--- config.mk ---
export PLATFORM = sky130hd
export DESIGN_NAME = stable_priority_queue
export DESIGN_NICKNAME = d
export VERILOG_FILES = /design/src/sv/spq_pkg.sv /design/src/sv/stable_priority_queue.sv /design/src/sv/spq_cell.sv
export SDC_FILE = /design/constraint.sdc
export NUM_CORES = 2
export LEC_CHECK = 0
export BUFFER_PORTS_ARGS = -buffer_cell sky130_fd_sc_hd__buf_4
export CAP_MARGIN = 5
export CORE_ASPECT_RATIO = 1.2
export CORE_MARGIN = 2
export CORE_UTILIZATION = 35
export CTS_CLUSTER_SIZE = 30
export DETAILED_ROUTE_END_ITERATION = 6
export GPL_TIMING_DRIVEN = 0
export PLACE_DENSITY = 0.47
export SLEW_MARGIN = 25
export SYNTH_ARGS = -nofsm -noshare
export SYNTH_HDL_FRONTEND = slang
export SYNTH_SLANG_ARGS = --single-unit
export TNS_END_PERCENT = 30
--- constraint.sdc ---
create_clock -name clk -period 10.2 [get_ports clk]
set_input_delay 2.04 -clock clk [delete_from_list [all_inputs] [get_ports clk]]
set_output_delay 2.04 -clock clk [all_outputs]
set_load 0.05 [all_outputs]
--- src/sv/spq_pkg.sv ---
// Package for the stable priority queue: widths, command and status codes,
// and the control struct broadcast to the cell chain. No dependencies.
package spq_pkg;

  localparam int VAL_W          = 32;
  localparam int IN_PRIO_W      = 8;
  localparam int OCC_W          = 5;
  localparam int DEPTH_DEF      = 16;
  localparam int PRIO_BITS_DEF  = 8;

  typedef enum logic [1:0] {
    CMD_ENQ  = 2'd0,
    CMD_DEQ  = 2'd1,
    CMD_PEEK = 2'd2
  } cmd_t;

  typedef enum logic [1:0] {
    ST_OK    = 2'd0,
    ST_OVER  = 2'd1,
    ST_UNDER = 2'd2
  } status_t;

  // operation applied to every cell in the same cycle
  typedef struct packed {
    logic enq;
    logic deq;
  } spq_ctl_t;

endpackage

--- src/sv/stable_priority_queue.sv ---
// The result is registered at the edge that accepts its transaction.
// Throughput: one item per cycle; the cell chain shifts by one slot per cycle.
// The input stalls only while a finished result is held and the output stalls.
// Reset (rst_n low, synchronous) clears the occupancy count and output valid;
// slot contents are not cleared and no clearing pass is needed.
// Top level: count, command decode, output register; depends on spq_pkg, spq_cell.
module stable_priority_queue import spq_pkg::*; #(
  parameter int DEPTH     = DEPTH_DEF,
  parameter int PRIO_BITS = PRIO_BITS_DEF
) (
  input  logic                        clk,
  input  logic                        rst_n,
  input  logic                        in_valid,
  output logic                        in_stall,
  input  logic [1:0]                  in_cmd,
  input  logic signed [VAL_W-1:0]     in_item_value,
  input  logic [IN_PRIO_W-1:0]        in_item_priority,
  output logic                        out_valid,
  input  logic                        out_stall,
  output logic signed [VAL_W-1:0]     out_head_value,
  output logic [1:0]                  out_status,
  output logic                        out_now_empty,
  output logic [OCC_W-1:0]            out_occupancy
);

  localparam int CNT_W = $clog2(DEPTH + 1);

  logic [CNT_W-1:0]        cnt_r, cnt_nxt;
  logic                    in_fire, full, empty, enq_ok, deq_ok;
  spq_ctl_t                ctl;
  logic [PRIO_BITS-1:0]    new_pri;

  logic signed [VAL_W-1:0] vals [DEPTH];
  logic [PRIO_BITS-1:0]    pris [DEPTH];
  logic                    afters [DEPTH];

  logic                    out_valid_r, out_valid_nxt;
  logic signed [VAL_W-1:0] head_r, head_nxt;
  logic [1:0]              status_r, status_nxt;
  logic                    empty_r;
  logic [OCC_W-1:0]        occ_r;

  assign in_stall = out_valid_r && out_stall;
  assign in_fire  = in_valid && !in_stall;
  assign full     = cnt_r == CNT_W'(DEPTH);
  assign empty    = cnt_r == '0;
  assign enq_ok   = in_fire && (in_cmd == CMD_ENQ) && !full;
  assign deq_ok   = in_fire && (in_cmd == CMD_DEQ) && !empty;
  assign ctl      = '{enq: enq_ok, deq: deq_ok};
  assign new_pri  = PRIO_BITS'(in_item_priority);

  genvar g;
  generate
    for (g = 0; g < DEPTH; g++) begin : g_cell
      logic                    al;
      logic signed [VAL_W-1:0] lv, rv;
      logic [PRIO_BITS-1:0]    lp, rp;
      if (g == 0) begin : g_first
        assign al = 1'b1;
        assign lv = in_item_value;
        assign lp = new_pri;
      end else begin : g_mid
        assign al = afters[g-1];
        assign lv = vals[g-1];
        assign lp = pris[g-1];
      end
      if (g == DEPTH - 1) begin : g_last
        assign rv = '0;
        assign rp = '0;
      end else begin : g_inner
        assign rv = vals[g+1];
        assign rp = pris[g+1];
      end
      spq_cell #(
        .IDX       (g),
        .CNT_W     (CNT_W),
        .PRIO_BITS (PRIO_BITS)
      ) u_cell (
        .clk        (clk),
        .ctl        (ctl),
        .cnt        (cnt_r),
        .new_val    (in_item_value),
        .new_pri    (new_pri),
        .after_left (al),
        .left_val   (lv),
        .left_pri   (lp),
        .right_val  (rv),
        .right_pri  (rp),
        .after      (afters[g]),
        .val_o      (vals[g]),
        .pri_o      (pris[g])
      );
    end
  endgenerate

  always_comb begin
    cnt_nxt    = cnt_r;
    head_nxt   = '0;
    status_nxt = ST_OK;
    if (enq_ok) begin
      cnt_nxt = cnt_r + CNT_W'(1);
    end else if (deq_ok) begin
      cnt_nxt = cnt_r - CNT_W'(1);
    end
    unique case (in_cmd)
      CMD_ENQ: begin
        if (full) status_nxt = ST_OVER;
      end
      CMD_DEQ, CMD_PEEK: begin
        if (empty) status_nxt = ST_UNDER;
        else head_nxt = vals[0];
      end
      default: begin
        status_nxt = ST_OK;
      end
    endcase
    out_valid_nxt = in_fire ? 1'b1 : (out_stall ? out_valid_r : 1'b0);
  end

  always_ff @(posedge clk) begin
    if (!rst_n) begin
      cnt_r       <= '0;
      out_valid_r <= 1'b0;
    end else begin
      cnt_r       <= cnt_nxt;
      out_valid_r <= out_valid_nxt;
    end
  end

  always_ff @(posedge clk) begin
    if (in_fire) begin
      head_r   <= head_nxt;
      status_r <= status_nxt;
      empty_r  <= cnt_nxt == '0;
      occ_r    <= OCC_W'(cnt_nxt);
    end
  end

  assign out_valid      = out_valid_r;
  assign out_head_value = head_r;
  assign out_status     = status_r;
  assign out_now_empty  = empty_r;
  assign out_occupancy  = occ_r;

  a_cnt_bound: assert property (@(posedge clk) disable iff (!rst_n)
    cnt_r <= CNT_W'(DEPTH))
    else $error("occupancy above depth");

  a_enq_count: assert property (@(posedge clk) disable iff (!rst_n)
    enq_ok |=> cnt_r == $past(cnt_r) + CNT_W'(1))
    else $error("insert did not grow the count");

  a_fire_result: assert property (@(posedge clk) disable iff (!rst_n)
    in_fire |=> out_valid)
    else $error("accepted transaction produced no result");

  a_overflow: assert property (@(posedge clk) disable iff (!rst_n)
    in_fire && (in_cmd == CMD_ENQ) && full |=> out_status == ST_OVER && !out_now_empty)
    else $error("overflow not reported");

  a_head_ins: assert property (@(posedge clk) disable iff (!rst_n)
    enq_ok && empty |=> vals[0] == $past(in_item_value))
    else $error("insert into empty queue missed the head slot");

endmodule

--- src/sv/spq_cell.sv ---
// One slot of the sorted chain: holds a data word and a priority, shifts
// right on insert and left on remove. Depends on spq_pkg.
module spq_cell import spq_pkg::*; #(
  parameter int IDX       = 0,
  parameter int CNT_W     = 5,
  parameter int PRIO_BITS = PRIO_BITS_DEF
) (
  input  logic                        clk,
  input  spq_ctl_t                    ctl,
  input  logic [CNT_W-1:0]            cnt,
  input  logic signed [VAL_W-1:0]     new_val,
  input  logic [PRIO_BITS-1:0]        new_pri,
  input  logic                        after_left,
  input  logic signed [VAL_W-1:0]     left_val,
  input  logic [PRIO_BITS-1:0]        left_pri,
  input  logic signed [VAL_W-1:0]     right_val,
  input  logic [PRIO_BITS-1:0]        right_pri,
  output logic                        after,
  output logic signed [VAL_W-1:0]     val_o,
  output logic [PRIO_BITS-1:0]        pri_o
);

  logic signed [VAL_W-1:0] val_r, val_nxt;
  logic [PRIO_BITS-1:0]    pri_r, pri_nxt;
  logic                    occupied;

  assign occupied = CNT_W'(IDX) < cnt;
  // new item goes behind this slot (stable on equal priority)
  assign after    = occupied && (pri_r <= new_pri);

  always_comb begin
    val_nxt = val_r;
    pri_nxt = pri_r;
    if (ctl.enq) begin
      if (!after_left) begin
        val_nxt = left_val;
        pri_nxt = left_pri;
      end else if (!after) begin
        val_nxt = new_val;
        pri_nxt = new_pri;
      end
    end else if (ctl.deq) begin
      val_nxt = right_val;
      pri_nxt = right_pri;
    end
  end

  always_ff @(posedge clk) begin
    val_r <= val_nxt;
    pri_r <= pri_nxt;
  end

  assign val_o = val_r;
  assign pri_o = pri_r;

endmodule
==> summary.txt <==
Place
  – Place WS: 3.86 ns
  – IO Port Bufs: 55
  – DP HPWL: 115,000 um
  – GPL Wtd Cong: slightly below 0.9

Floorplanning
  – Die Height: between 300 and 400 um
  – Die W: 302 um
  – Initial Util: 35.3%
  – Core Area: 106,000 sq um
  – Die area: 109,000 sq um
  – Rows: between 100 and 150
  – I/O pins: a little under 90

Timing
  – Clock skew: 0.0175 ns
  – Final setup viols: 0
  – Pins Over Slew Limit: 0
  – Fin crit period: between 5 and 6 ns
  – Fmax achieved: 173 MHz
  – Worst slew pin tran: 1.15 ns
  – Hold Vio Cnt, Final: 0
  – Setup TNS: 0 ns
  – Worst slew margin: 23.2%
  – Unrepaired setup endpoints after global routing: false
  – Final setup margin: roughly 4.4 ns
  – Final period util: between 50% and 60%

Power
  – Leakage: roughly 16 nW
  – P per Cell Area: 178 nW/um^2
  – Tot Pwr: about 7.7 mW
  – VDD IR max: 0.114 mV

Critical path
  – CP Launch Type: input pin
  – CP Class: input pin to flop
  – Worst reg-to-reg setup slack: slightly below 5 ns
  – R2R cell count: 12
  – Setup crit end kind: flop
  – Worst r2r src: cnt_r[1]
  – Reg2reg end: g_cell[2].u_cell.val_o[8]
  – Crit-path max FO: 19
  – CP arrival: 6.18 ns
  – Required time at the worst-slack endpoint: 10.60 ns

CTS
  – Root buf cell: clkbuf_16
  – # resized after CTS: 0
  – Post-cts hold buffer count: 0
  – Clk pin slew, worst setup/hold paths: 0.06 ns
  – Htree depth: 3
  – CTS sink cnt: 686
  – Clk_lat worst skew: roughly 0.66 ns
  – CTS tree: yes
  – Postcts setup bufs: 0
  – Total CTS buffers: 77
  – Clk buf depth: 3

Status
  – Status: finished clean

Routing
  – Vias/cell: 5.75
  – Final antenna-violating net count: 0
  – Post-Route WL: 146,000 um
  – Average wire per standard cell: 26.4 um
  – Drt drc: 0
  – Detailed Route Iter0 Violations: 2,751
  – Routed via count: between 30,000 and 40,000
  – TritonRoute pass-1 iters: 5

Yosys
  – Syn Nets: 4,089
  – Post-synth EDFFs: 680
  – Area of the mapped netlist: between 30,000 and 40,000 sq um
  – Yosys warnings: 0
  – Area share of the largest cell type after synthesis: 54.6%
  – Main synth FF type: edfxtp_1
  – Syn Area/Cell: 9.57 sq um
  – Register area share after synthesis: 54.9%
  – Synth area leader: edfxtp_1
  – Mapped Cells: 3,908
  – Flops & latches, synth: 686
  – Synth top area cells: edfxtp_1 55%, a21oi_1 10%, nor2_1 5.8%
  – Yosys cell types: 49
  – Ys async rst share: 0%

Final layout
  – Ant. Diodes: 0
  – Most common cell after layout, fill and taps aside: a21oi_1
  – Synth-to-layout area growth: 15.6%
  – Nets: 4,257
  – Most frequent cells in the layout: 776 x a21oi_1, 680 x edfxtp_1, 580 x nor2_1
  – Layout cells sized above 1: 6.36%
  – Fill cell count: 10,700

Global route
  – Largest net degree at the start of global routing: 23
  – Number of global-route vias before repair: 32,900
  – Global-route wire length before repair: ~210,000 um
  – GRT overflow: 0
  – Initial antenna violation count: 3
  – GRT Util Overall: 26.2%

Min path
  – Worst Hold End: g_cell[0].u_cell.val_o[27]
  – Hold wc startpoint: g_cell[1].u_cell.val_o[27]
  – Hold-critical path depth: 2
  – Hold crit path type: flop to flop

Run
  – # Max-Cap Violations: 0
[state kept, by name, indices dropped and copies added, names as in the netlist]
register,cells
cnt_r,5
g_cell.u_cell.pri_o,128
g_cell.u_cell.val_o,512
out_head_value,32
out_now_empty,1
out_occupancy,5
out_status,2
out_valid,1
[where the power goes]
group / switching [mW] / internal [mW] / leakage, nW
Clock: 1.25 / 1.66 / 1.23
Sequential: 0.0995 / 3.32 / 6.33
Combinational: 0.993 / 0.388 / 8.53
[logic make-up after synthesis]
| group | synth area share [%] |
|---|---|
| AOI/OAI and AO/OA | 22.0 |
| and+or+nand+nor | 11.9 |
| DFF | 54.9 |
| buffers and inverters | 4.44 |
| adders and majority gates | 4.52 |
| muxes | 2.11 |
| xor gates and xnor gates | 0.0937 |
[worst max-delay path, cell delays in order]
cell	delay, ns
buf_4	0.12
a21boi_4	0.32
buf_16	0.21
and3_1	0.16
buf_2	0.32
buf_2	0.50
clkbuf_1	0.64
clkbuf_1	0.92
a31oi_4	0.42
buf_16	0.30
buf_16	0.17
[layout make-up]
class | count | area [sq um] | area share, %
clock inverters | 47 | 457 | 1.06
repair buffers | 89 | 1310 | 3.03
well taps | 1396 | 1750 | 4.04
multi-input cells | 2789 | 15500 | 35.8
inverters | 33 | 124 | 0.287
clock buffers | 93 | 2050 | 4.74
plain buffers | 400 | 1540 | 3.56
flip-flops and latches | 686 | 20500 | 47.5
[Yosys cell counts (all sizes together), types with 9 or more instances]
| cell type | number |
|---|---|
| a221o | 36 |
| nor2 | 581 |
| buf | 79 |
| nand2 | 342 |
| a22oi | 13 |
| a31oi | 294 |
| o21ai | 310 |
| nand4 | 29 |
| clkbuf | 321 |
| ha | 135 |
| nor2b | 16 |
| edfxtp | 680 |
| and3 | 69 |
| o21a | 12 |
| a21oi | 780 |
| nand2b | 9 |
| mux2i | 72 |
| inv | 33 |
| a21o | 20 |
| nand3 | 12 |
[per-stage QoR]
stage / cells / instance area, sq um / hold slack, ns / util [%]
6_report: 5533 / 43200 / 0.555 / 40.8
3_5_place_dp: 5393 / 40700 / 0.533 / 38.4
2_1_floorplan: 3908 / 37400 / 0.517 / -
4_1_cts: 5533 / 43200 / 0.549 / 40.8
5_1_grt: 5533 / 43200 / 0.577 / 40.8
3_3_place_gp: 5359 / 39500 / 0.539 / 37.3
[worst max-delay path by stage]
stage / startpoint / end / slack [ns] / cells after the start
floorplan: in_valid / g_cell[2].u_cell.pri_o[0] / 3.83 / 4
global placement: out_stall / g_cell[15].u_cell.val_o[8] / 0.14 / 7
detailed placement: out_stall / g_cell[2].u_cell.val_o[14] / 3.86 / 11
CTS: out_stall / g_cell[2].u_cell.val_o[7] / 4.53 / 11
global route: in_item_priority[7] / g_cell[6].u_cell.val_o[12] / 4.34 / 12
finish: out_stall / g_cell[2].u_cell.val_o[8] / 4.42 / 11
[per-layer routing]
layer	wire, um	track usage [%]
met4	6260	11.3
met2	73500	45.9
met5	0	0
met3	6350	2.64
met1	60000	32.6
Power figures use the tool's default switching activity.
